`config.mk`:
```
export PLATFORM = sky130hd
export DESIGN_NAME = smt_cell
export DESIGN_NICKNAME = d
export VERILOG_FILES = /design/src/rtl/smt_pkg.sv /design/src/rtl/smt_cell.sv
export SDC_FILE = /design/constraint.sdc
export NUM_CORES = 1
export LEC_CHECK = 0
export BUFFER_PORTS_ARGS = -buffer_cell sky130_fd_sc_hd__buf_2
export CAP_MARGIN = 30
export CORE_ASPECT_RATIO = 2
export CORE_MARGIN = 3
export CORE_UTILIZATION = 30
export CTS_CLUSTER_DIAMETER = 40
export DETAILED_ROUTE_END_ITERATION = 12
export HOLD_SLACK_MARGIN = 0.08
export PLACE_DENSITY = 0.59
export REMOVE_ABC_BUFFERS = 1
export SKIP_LAST_GASP = 1
export SLEW_MARGIN = 10
export SYNTH_ARGS = -nofsm -noshare
export SYNTH_HDL_FRONTEND = slang
export SYNTH_SLANG_ARGS = --single-unit
```
`constraint.sdc`:
```
create_clock -name clk -period 4.15 [get_ports clk]
set_input_delay 0.2075 -clock clk [delete_from_list [all_inputs] [get_ports clk]]
set_output_delay 0.2075 -clock clk [all_outputs]
set_load 0.1 [all_outputs]
```
`src/rtl/smt_pkg.sv`:
```
// Package for the sorted multiset table: request, status, state and cell operation
// codes, cell control bundle and default sizes. No dependencies.
`default_nettype none

package smt_pkg;

  localparam int DEF_TABLE_DEPTH = 32;
  localparam int DEF_VALUE_BITS  = 32;
  localparam int DEF_REPEAT_BITS = 16;

  // Width of the input value word and of the action code
  localparam int IN_VALUE_W = 32;
  localparam int ACTION_W   = 2;
  localparam int STATUS_W   = 2;

  typedef enum logic [ACTION_W-1:0] {
    ACT_INSERT = 2'd0,
    ACT_DELETE = 2'd1,
    ACT_FIND   = 2'd2,
    ACT_SPARE  = 2'd3
  } action_t;

  typedef enum logic [STATUS_W-1:0] {
    ST_DONE       = 2'd0,
    ST_DEL_ABSENT = 2'd1,
    ST_FULL       = 2'd2,
    ST_SATURATED  = 2'd3
  } status_t;

  typedef enum logic [1:0] {
    S_IDLE = 2'd0,
    S_CMP  = 2'd1,
    S_UPD  = 2'd2
  } state_t;

  typedef enum logic [2:0] {
    OP_HOLD   = 3'd0,
    OP_INSERT = 3'd1,
    OP_REMOVE = 3'd2,
    OP_INC    = 3'd3,
    OP_DEC    = 3'd4
  } cell_op_t;

  typedef struct packed {
    logic     cmp_en;
    cell_op_t op;
  } cell_ctl_t;

endpackage

`default_nettype wire

```
`src/rtl/smt_cell.sv`:
```
// One slot of the sorted table: stored value and repeat count, compare flags,
// and the shift/update step. Depends on smt_pkg.
`default_nettype none

module smt_cell #(
  parameter int INDEX       = 0,
  parameter int VALUE_BITS  = 32,
  parameter int REPEAT_BITS = 16,
  parameter int CNT_W       = 6
) (
  input  wire                     clk,
  input  smt_pkg::cell_ctl_t      ctl,
  input  wire  [VALUE_BITS-1:0]   req_value,
  input  wire  [CNT_W-1:0]        used_count,
  input  wire  [VALUE_BITS-1:0]   left_value,
  input  wire  [REPEAT_BITS-1:0]  left_repeats,
  input  wire                     left_lt,
  input  wire  [VALUE_BITS-1:0]   right_value,
  input  wire  [REPEAT_BITS-1:0]  right_repeats,
  output logic [VALUE_BITS-1:0]   cell_value,
  output logic [REPEAT_BITS-1:0]  cell_repeats,
  output logic                    lt,
  output logic                    eq,
  output logic [REPEAT_BITS-1:0]  hit_repeats
);
  import smt_pkg::*;

  logic [VALUE_BITS-1:0]  value_r,   value_nxt;
  logic [REPEAT_BITS-1:0] repeats_r, repeats_nxt;
  logic                   lt_r, eq_r;
  logic [REPEAT_BITS-1:0] hit_r;
  logic                   used;

  assign used = used_count > CNT_W'(INDEX);

  always_comb begin
    value_nxt   = value_r;
    repeats_nxt = repeats_r;
    case (ctl.op)
      OP_INSERT: begin
        // slots below the insertion point keep, the point loads, above shift up
        if (!lt_r) begin
          if (left_lt) begin
            value_nxt   = req_value;
            repeats_nxt = '0;
          end else begin
            value_nxt   = left_value;
            repeats_nxt = left_repeats;
          end
        end
      end
      OP_REMOVE: begin
        if (!lt_r) begin
          value_nxt   = right_value;
          repeats_nxt = right_repeats;
        end
      end
      OP_INC: begin
        if (eq_r) repeats_nxt = repeats_r + REPEAT_BITS'(1);
      end
      OP_DEC: begin
        if (eq_r) repeats_nxt = repeats_r - REPEAT_BITS'(1);
      end
      default: begin
      end
    endcase
  end

  always_ff @(posedge clk) begin
    value_r   <= value_nxt;
    repeats_r <= repeats_nxt;
    if (ctl.cmp_en) begin
      lt_r  <= used && ($signed(value_r) < $signed(req_value));
      eq_r  <= used && (value_r == req_value);
      hit_r <= (used && (value_r == req_value)) ? repeats_r : '0;
    end
  end

  assign cell_value   = value_r;
  assign cell_repeats = repeats_r;
  assign lt           = lt_r;
  assign eq           = eq_r;
  assign hit_repeats  = hit_r;

endmodule

`default_nettype wire

```
==> flow_metrics.env <==
export IMPL_rsz0062_at_grt="no"
export IMPL_fin_area_um2=6070
export IMPL_status="finished, final reports clean"
export IMPL_ys_warnings_count=0
export IMPL_leakage_nw=2.89
export IMPL_clkTransAtPathRegs_ns=0.06
export IMPL_worst_setup_path_end_kind="flip-flop"
export IMPL_routabilityCongestion=0.827
export IMPL_ys_flop_type="edfxtp_1"
export IMPL_worstPathCellList="buf_2 -> nor2_1 -> nand2_1 -> inv_1 -> ha_1 -> a21oi_1 -> inv_1 -> o41ai_2 -> a21oi_1 -> nor2b_1 -> mux2i_1 -> nand2_1"
export IMPL_worstPathMaxFanout=18
export IMPL_layout_drive_gt1_share_pct=35.3
export IMPL_max_cap_violations=0
export IMPL_rows=63
export IMPL_avgSynthCellArea_um2=10.2
export IMPL_cp_arrival_ns=2.84
export IMPL_fin_crit_ns=2.77
export IMPL_crit_path_top_delay_cell="inv_1"
export IMPL_synth_area_leader_cell="edfxtp_1"
export IMPL_wl_met2_mm=7.85
export IMPL_syn_area_um2=4530
export IMPL_drtAntennaViolNets=0
export IMPL_ys_ff_latch=66
export IMPL_startpoint_type="primary input"
export IMPL_die_w_um=92.9
export IMPL_fin_crit_sh_pct=66.6
export IMPL_die_area_um2=16700
export IMPL_synth_enable_flop_cells=66
export IMPL_drc=0
export IMPL_area_growth_pct=33.9
export IMPL_setup_slack_ns=1.38
export IMPL_post_cts_buffers=0
export IMPL_required_ns=4.23
export IMPL_die_h_um=180
export IMPL_cpPeakStageDelay_ns=0.50
export IMPL_place_ws_ns=1.04
export IMPL_first_pass_iters=4
export IMPL_slew_violations=0
export IMPL_cts_buffers_inserted=9
export IMPL_cts_sinks=66
export IMPL_synth_area_leaders="edfxtp_1 (44%), ha_1 (13%), mux2i_1 (7.3%), o21ai_0 (5.9%), nand2_1 (4.0%)"
export IMPL_grt_pass1_vias=4263
export IMPL_finalNonFillerCells=849
export IMPL_final_cell_mix="buf_2 (205), edfxtp_1 (66), o21ai_0 (53), nand2_1 (48), ha_1 (46)"
export IMPL_cts_htree_levels=3
export IMPL_portBuffers=205
export IMPL_utilization_pct=41.0
export IMPL_wl_met3_um=689
export IMPL_wirelength_mm=13.4
export IMPL_vias=4078
export IMPL_syn_inst=445
export IMPL_ctsResizeCount=0
export IMPL_peakVddDrop_uv=157
export IMPL_grt_pass1_wl_mm=20.6
export IMPL_async_reset_ff_share_pct=0
export IMPL_drt_iter0_drc=101
export IMPL_place_area_um2=5790
export IMPL_hp_class="primary input to flip-flop"
export IMPL_holdWs_ns=0.156
export IMPL_finalHoldViolCount=0
export IMPL_clockBufferDepth=2
export IMPL_pin_count=206
export IMPL_ctsRootBufferMaster="clkbuf_16"
export IMPL_coreArea_um2=14800
export IMPL_tightest_slew_ns=0.871
export IMPL_dp_hpwl_mm=11.3
export IMPL_cts_hold_buf=0
export IMPL_fin_tns_setup_ns=0
export IMPL_dp_cells=833
export IMPL_layout_nets=836
export IMPL_grt_ovfl_total=0
export IMPL_grt_max_degree=69
export IMPL_via_per_inst=4.80
export IMPL_p_per_area_nw_per_um2=357
export IMPL_initial_utilization_pct=30.6
export IMPL_report_final_setup_viol=0
export IMPL_fin_worst_skew_ns=0.00844
export IMPL_cts_tree="done"
export IMPL_yosysUniqueCellTypes=42
export IMPL_wl_per_cell_um=15.8
export IMPL_synth_top_area_share_pct=43.7
export IMPL_ys_seq_area_share_pct=43.7
export IMPL_track_usage_pct=15.9
export IMPL_antenna_found_initial=0
export IMPL_antenna_cells=0
export IMPL_power_mw=2.17
export IMPL_final_common_cell="buf_2"
export IMPL_critPathKind="primary input to flip-flop"
export IMPL_clk_latency_ns=0.33
export IMPL_wl_met1_mm=4.60
export IMPL_top_layer="met4"
export IMPL_slew_headroom_pct=41.9
export IMPL_maxClockFrequency_mhz=362
-- path summary, 6_finish.rpt --
path                                           startpoint                           end  slack (ns)  cells after the start
worst min-delay path                      right_value[28]      cell_value[28]$_DFFE_PP_        0.16                      3
worst max-delay path                               ctl[0]    cell_repeats[13]$_DFFE_PP_        1.38                     12
worst min register to register  cell_repeats[7]$_DFFE_PP_  hit_repeats[7]$_SDFFCE_PN0P_        0.61                      1
worst max register to register  cell_repeats[0]$_DFFE_PP_    cell_repeats[12]$_DFFE_PP_        1.57                      9
-- Yosys cell counts, types with 3 or more instances --
master    count
nand2b_1      5
nand2_1      48
a221oi_1      3
a22oi_1      15
o21ai_0      53
nand4_1       5
a211oi_1      4
a21oi_1      19
xnor2_1       6
nor2_1       13
and4_1        3
nand3_1       7
inv_1        36
o211ai_1      3
a21boi_0      3
edfxtp_1     66
nor3_1        4
and2_1       16
clkbuf_1     15
xor2_1        8
mux2i_1      33
nor2b_1       4
ha_1         46
a21o_1        9
-- state kept, by name, indices dropped and copies added (netlist names) --
register / count
hit_repeats: 16
cell_value: 32
lt: 1
eq: 1
cell_repeats: 16
-- critical path, delay by kind of cell --
kind	cells	cell delay [ns]
AOI/OAI and AO/OA	3	0.82
buffers and inverters	3	0.72
and+or+nand+nor	4	0.49
adders and majority gates	1	0.39
muxes	1	0.20
-- kinds of logic (layout without fill, tap and decap cells) --
group	after synthesis	after routing	share of synthesized area, %
compound gates	120	120	16.6
simple gates	112	112	12.1
buf+inv	53	262	4.44
mux	33	33	7.29
flops	66	66	43.7
xor+xnor	14	14	2.70
fa+ha+maj	47	47	13.1
-- where the power goes --
group | switching [mW] | internal (mW) | leakage [nW]
logic | 0.450 | 0.176 | 2.12
registers | 0.0243 | 0.788 | 0.631
clock network | 0.269 | 0.460 | 0.136
-- metal layers --
layer | global-route usage [%] | up-vias
met3 | 3.60 | 17
met5 | 0 | -
met4 | 5.40 | 0
li1 | - | 2043
met2 | 33.1 | 130
met1 | 14.1 | 1888
-- area by class of cell --
cell class / instances / area (um^2)
well taps: 195 / 244
multi-input cells: 326 / 2370
clock inverters: 4 / 42.5
inverters: 36 / 135
flip-flops and latches: 66 / 1980
fillers: 1577 / 8750
repair buffers: 210 / 1060
clock buffers: 12 / 236
Power figures use the tool's default switching activity.
