$ cat config.mk
export PLATFORM = sky130hd
export DESIGN_NAME = smt_ctrl
export DESIGN_NICKNAME = d
export VERILOG_FILES = /design/src/rtl/smt_pkg.sv /design/src/rtl/smt_ctrl.sv
export SDC_FILE = /design/constraint.sdc
export NUM_CORES = 1
export LEC_CHECK = 0
export ABC_AREA = 0
export BUFFER_PORTS_ARGS = -buffer_cell sky130_fd_sc_hd__buf_2
export CAP_MARGIN = 20
export CORE_MARGIN = 3
export CORE_UTILIZATION = 48
export DETAILED_ROUTE_END_ITERATION = 8
export PLACE_DENSITY = 0.87
export SYNTH_ARGS = -nofsm -noshare
export SYNTH_HDL_FRONTEND = slang
export SYNTH_SLANG_ARGS = --single-unit
$ cat constraint.sdc
create_clock -name clk -period 4.93 [get_ports clk]
set_input_delay 0.2465 -clock clk [delete_from_list [all_inputs] [get_ports clk]]
set_output_delay 0.2465 -clock clk [all_outputs]
set_load 0.005 [all_outputs]
$ cat src/rtl/smt_pkg.sv
// Package for the sorted multiset table: request, status, state and cell operation
// codes, cell control bundle and default sizes. No dependencies.
`default_nettype none

package smt_pkg;

  localparam int DEF_TABLE_DEPTH = 32;
  localparam int DEF_VALUE_BITS  = 32;
  localparam int DEF_REPEAT_BITS = 16;

  // Width of the input value word and of the action code
  localparam int IN_VALUE_W = 32;
  localparam int ACTION_W   = 2;
  localparam int STATUS_W   = 2;

  typedef enum logic [ACTION_W-1:0] {
    ACT_INSERT = 2'd0,
    ACT_DELETE = 2'd1,
    ACT_FIND   = 2'd2,
    ACT_SPARE  = 2'd3
  } action_t;

  typedef enum logic [STATUS_W-1:0] {
    ST_DONE       = 2'd0,
    ST_DEL_ABSENT = 2'd1,
    ST_FULL       = 2'd2,
    ST_SATURATED  = 2'd3
  } status_t;

  typedef enum logic [1:0] {
    S_IDLE = 2'd0,
    S_CMP  = 2'd1,
    S_UPD  = 2'd2
  } state_t;

  typedef enum logic [2:0] {
    OP_HOLD   = 3'd0,
    OP_INSERT = 3'd1,
    OP_REMOVE = 3'd2,
    OP_INC    = 3'd3,
    OP_DEC    = 3'd4
  } cell_op_t;

  typedef struct packed {
    logic     cmp_en;
    cell_op_t op;
  } cell_ctl_t;

endpackage

`default_nettype wire

$ cat src/rtl/smt_ctrl.sv
// Request sequencer for the sorted table: handshakes, request and count
// registers, result decision and output register. Depends on smt_pkg.
`default_nettype none

module smt_ctrl #(
  parameter int TABLE_DEPTH = 32,
  parameter int VALUE_BITS  = 32,
  parameter int REPEAT_BITS = 16,
  parameter int CNT_W       = 6
) (
  input  wire                          clk,
  input  wire                          rst_n,
  input  wire                          in_valid,
  output logic                         in_stall,
  input  wire  [smt_pkg::ACTION_W-1:0] in_action,
  input  wire  [smt_pkg::IN_VALUE_W-1:0] in_value,
  output logic                         out_valid,
  input  wire                          out_stall,
  output logic                         out_was_present,
  output logic [REPEAT_BITS:0]         out_occurrences,
  output logic [smt_pkg::STATUS_W-1:0] out_status,
  output logic [CNT_W-1:0]             out_entries_in_use,
  input  wire                          any_eq,
  input  wire  [REPEAT_BITS-1:0]       hit_repeats,
  output smt_pkg::cell_ctl_t           cell_ctl,
  output logic [VALUE_BITS-1:0]        req_value,
  output logic [CNT_W-1:0]             used_count
);
  import smt_pkg::*;

  localparam int OCC_W = REPEAT_BITS + 1;
  localparam logic [REPEAT_BITS-1:0] REP_MAX = '1;

  state_t                  state_r, state_nxt;
  action_t                 action_r;
  logic [VALUE_BITS-1:0]   value_r;
  logic [CNT_W-1:0]        count_r, count_nxt;
  logic                    out_valid_r;
  logic                    present_r;
  logic [OCC_W-1:0]        occ_r, occ_nxt;
  status_t                 status_r, status_nxt;
  logic [CNT_W-1:0]        entries_r;
  logic                    accept, can_finish, finish;
  cell_op_t                op;
  logic [63:0]             value_ext;

  // sign-extend the input word, then keep the table's value width
  assign value_ext = {{(64 - IN_VALUE_W){in_value[IN_VALUE_W-1]}}, in_value};

  assign can_finish = !out_valid_r || !out_stall;
  assign in_stall   = !((state_r == S_IDLE) || ((state_r == S_UPD) && can_finish));
  assign accept     = in_valid && !in_stall;

  always_ff @(posedge clk) begin
    if (!rst_n) state_r <= S_IDLE;
    else        state_r <= state_nxt;
  end

  always_comb begin
    state_nxt  = state_r;
    finish     = 1'b0;
    op         = OP_HOLD;
    occ_nxt    = '0;
    status_nxt = ST_DONE;
    count_nxt  = count_r;
    case (state_r)
      S_IDLE: begin
        if (accept) state_nxt = S_CMP;
      end
      S_CMP: begin
        state_nxt = S_UPD;
      end
      S_UPD: begin
        if (can_finish) begin
          finish    = 1'b1;
          state_nxt = accept ? S_CMP : S_IDLE;
        end
        case (action_r)
          ACT_INSERT: begin
            if (any_eq) begin
              if (hit_repeats == REP_MAX) begin
                status_nxt = ST_SATURATED;
                occ_nxt    = {1'b0, hit_repeats} + OCC_W'(1);
              end else begin
                op      = OP_INC;
                occ_nxt = {1'b0, hit_repeats} + OCC_W'(2);
              end
            end else if (count_r == CNT_W'(TABLE_DEPTH)) begin
              status_nxt = ST_FULL;
            end else begin
              op        = OP_INSERT;
              count_nxt = count_r + CNT_W'(1);
              occ_nxt   = OCC_W'(1);
            end
          end
          ACT_DELETE: begin
            if (!any_eq) begin
              status_nxt = ST_DEL_ABSENT;
            end else if (hit_repeats != '0) begin
              op      = OP_DEC;
              occ_nxt = {1'b0, hit_repeats};
            end else begin
              op        = OP_REMOVE;
              count_nxt = count_r - CNT_W'(1);
            end
          end
          default: begin
            // find, and the spare code behaves the same
            if (any_eq) occ_nxt = {1'b0, hit_repeats} + OCC_W'(1);
          end
        endcase
        if (!can_finish) begin
          op        = OP_HOLD;
          count_nxt = count_r;
        end
      end
      default: begin
        state_nxt = S_IDLE;
      end
    endcase
  end

  always_ff @(posedge clk) begin
    if (!rst_n) begin
      count_r     <= '0;
      out_valid_r <= 1'b0;
    end else begin
      count_r <= count_nxt;
      if (finish)         out_valid_r <= 1'b1;
      else if (!out_stall) out_valid_r <= 1'b0;
    end
  end

  always_ff @(posedge clk) begin
    if (accept) begin
      action_r <= action_t'(in_action);
      value_r  <= value_ext[VALUE_BITS-1:0];
    end
    if (finish) begin
      present_r <= any_eq;
      occ_r     <= occ_nxt;
      status_r  <= status_nxt;
      entries_r <= count_nxt;
    end
  end

  assign cell_ctl.cmp_en = (state_r == S_CMP);
  assign cell_ctl.op     = op;
  assign req_value       = value_r;
  assign used_count      = count_r;

  assign out_valid          = out_valid_r;
  assign out_was_present    = present_r;
  assign out_occurrences    = occ_r;
  assign out_status         = status_r;
  assign out_entries_in_use = entries_r;

endmodule

`default_nettype wire

==> flow_metrics.py <==
metrics = {
    "layout": {
        "nets": 491,
        "fin_area_um2": 4357,
        "utilization_pct": 63.08,
        "area_growth_pct": 25.12,
        "layoutNonFillerInstCount": 532,
        "drive_gt1_share_pct": 35.55,
        "antenna_cells": 0,
    },
    "hold_path": {
        "hp-start": "in_value[4]",
        "hold_path_end": "req_value[4]",
        "hp-class": "input pin to flip-flop",
        "holdPathStages": 1,
    },
    "floorplan": {
        "die_area_um2": 8312,
        "die_y_um": 91.17,
        "coreArea_um2": 6907,
        "num_io_pins": 125,
        "row_count": 30,
        "initial_core_util_pct": 50.42,
        "die_w_um": 91.17,
    },
    "synthesis": {
        "syn_nets": 373,
        "synthDistinctLibCells": 59,
        "synthArstFlopShare_pct": 0,
        "ys_warn_count": 0,
        "synth.cell_area_um2": 3482,
        "synth_ff_type": "edfxtp_1",
        "seq_area_frac_synth_pct": 56.92,
        "synth_area_per_cell_um2": 11.12,
        "synthCells": 313,
        "synth_seq_cells": 69,
        "synth-edff-count": 60,
    },
    "routing": {
        "vias": 3166,
        "drc_errors": 0,
        "totalWireLength_um": 10080,
        "drtAntennaViolNets": 0,
        "dr.pass1.iters": 5,
        "dr.first_iter.drc_count": 376,
        "via_per_inst": 5.951,
        "wl_per_cell_um": 18.95,
    },
    "sta": {
        "slew_headroom_pct": 37.17,
        "final.setup_skew_ns": 0.006557,
        "slew_violations": 0,
        "finalCritPeriodShare_pct": 56.69,
        "fmax_mhz": 357.8,
        "hold_violations": 0,
        "setup_violations": 0,
        "hold_slack_ns": 0.07345,
        "min_period_ns": 2.795,
        "rsz0062_at_grt": "false",
        "worstMarginPinSlew_ns": 0.9424,
        "tns_ns": 0,
    },
    "global_routing": {
        "grt_max_degree": 35,
        "track_usage_pct": 24.50,
        "grt_overflow": 0,
        "grt_pass1_wl_um": 15710,
        "antenna_found_initial": 0,
        "first_global_vias": 3009,
    },
    "place": {
        "dp.final_hpwl_um": 7358,
        "dp_cells": 516,
        "placed_area_um2": 4150,
        "portBuffers": 124,
        "gp_congestion": 0.9695,
    },
    "critical_path": {
        "critPathLaunchType": "flip-flop",
        "regToRegSetupSlack_ns": 2.59,
        "arrival_ns": 2.55,
        "critPathKind": "flip-flop to output pin",
        "endpoint_kind": "output pin",
        "crit_fanout": 17,
        "rr_worst_depth": 6,
        "r2r-end": "out_occurrences[13]",
        "r2r_start": "action_r[0]",
        "worstPathRequired_ns": 4.68,
    },
    "cts": {
        "cts_root_buf": "clkbuf_8",
        "cts_setup_buffers": 0,
        "clk_pin_slew_ns": 0.08,
        "insertion_delay_ns": 0.34,
        "cts.sinks": 69,
        "cts_tree": "done",
        "cts_resized": 0,
        "clock_path_buffers": 2,
        "numCtsBuffers": 9,
        "cts_max_level": 3,
        "cts_hold_buffers": 0,
    },
    "power_and_ir_drop": {
        "p_leak_nw": 1.757,
        "ir_drop_mv": 0.1535,
        "power_per_cell_area_nw_per_um2": 291.0,
    },
    "run_status": {
        "status": "complete, no violations",
    },
    "job": {
        "maxCapViolCount": 0,
    },
}
layout by cell type (no fill, tap or decap), drive strengths merged, types with 2 or more instances in the layout:
| cell | count |
|---|---|
| a21oi | 17 |
| a221oi | 4 |
| a31oi | 12 |
| a41oi | 3 |
| and2 | 12 |
| and3 | 6 |
| and4 | 3 |
| buf | 126 |
| clkbuf | 9 |
| clkinvlp | 2 |
| dfxtp | 9 |
| edfxtp | 60 |
| ha | 5 |
| inv | 9 |
| nand2 | 35 |
| nand2b | 3 |
| nand3 | 10 |
| nand3b | 3 |
| nand4 | 10 |
| nand4b | 2 |
| nor2 | 16 |
| nor2b | 5 |
| nor3 | 11 |
| nor3b | 3 |
| nor4 | 5 |
| nor4b | 3 |
| o211ai | 3 |
| o21ai | 15 |
| o22ai | 2 |
| o311ai | 3 |
| o31a | 2 |
| or3 | 2 |
| or4 | 2 |
| xnor2 | 5 |
| xor2 | 5 |
critical path, cell delays in order (launching register included):
cell,delay [ns]
dfxtp_1,0.34
nand2b_1,0.46
a21oi_2,0.78
buf_4,0.37
and2_1,0.15
buf_2,0.11
cells in the mapped netlist (all sizes together) (4+ instances only):
master	instances	area, µm²
inv	6	22.52
dfxtp	9	180.2
buf	10	57.55
nand4	10	75.07
clkbuf	9	33.78
nor2b	5	31.28
edfxtp	60	1802
and2	12	76.33
nor3	11	55.05
a221oi	4	35.03
o21ai	15	75.07
a31oi	12	75.07
and3	6	37.54
xnor2	5	43.79
nand3	10	50.05
a21oi	17	88.84
nor4	5	46.29
ha	5	62.56
xor2	5	43.79
nor2	16	60.06
nand2	35	141.4
report_power, final:
part | internal (mW) | switching, mW
clock | 0.241 | 0.231
combinational | 0.0490 | 0.0815
sequential | 0.657 | 0.00796
per-layer routing:
| metal | GRT usage [%] | vias to the layer above | wire (µm) |
|---|---|---|---|
| li1 | - | 1438 | - |
| met1 | 31.94 | 1499 | 3998 |
| met2 | 39.24 | 204 | 4836 |
| met3 | 6.794 | 25 | 1012 |
| met4 | 8.668 | 0 | 236 |
| met5 | 0 | - | 0 |
flip-flops by register name (all words and copies together) (netlist names):
name and cells:
action_r 2, out_occurrences 17, out_was_present 1, out_entries_in_use 6, used_count 6, req_value 32
out_status 2, out_valid 1, state_r 2
metrics by stage:
stage                     setup WS [ns]  total power [mW]
after floorplan                   2.431            0.7422
after global placement            2.464            0.8048
after detailed placement          2.486            0.8062
after CTS                         2.147             1.281
after global routing              1.980             1.325
final                             2.135             1.268
worst max-delay path by stage:
stage / from / end / cells past startpoint / slack, ns
after global routing: state_r[1] / cell_ctl[2] / 5 / 1.98
after detailed placement: hit_repeats[0] / cell_ctl[2] / 8 / 2.49
after floorplan: state_r[0] / cell_ctl[2] / 4 / 2.43
final: state_r[0] / cell_ctl[2] / 5 / 2.14
after global placement: hit_repeats[0] / cell_ctl[2] / 8 / 2.46
after CTS: state_r[0] / cell_ctl[2] / 5 / 2.15
cell families after synthesis:
kind of cell | after synthesis | share of synthesized area [%]
fa+ha+maj | 5 | 1.797
flops | 69 | 56.92
mux | 1 | 0.2875
simple gates | 133 | 21.78
compound gates | 70 | 13.44
buf+inv | 25 | 3.270
xor+xnor | 10 | 2.515
final cells by class:
| type | count | area, µm² |
|---|---|---|
| fillers | 583 | 2550 |
| flip-flops and latches | 69 | 1982 |
| multi-input cells | 219 | 1390 |
| repair buffers | 126 | 635.6 |
| clock buffers | 9 | 123.9 |
| well taps | 96 | 120.1 |
| clock inverters | 7 | 82.58 |
| inverters | 6 | 22.52 |
Power figures use the tool's default switching activity.
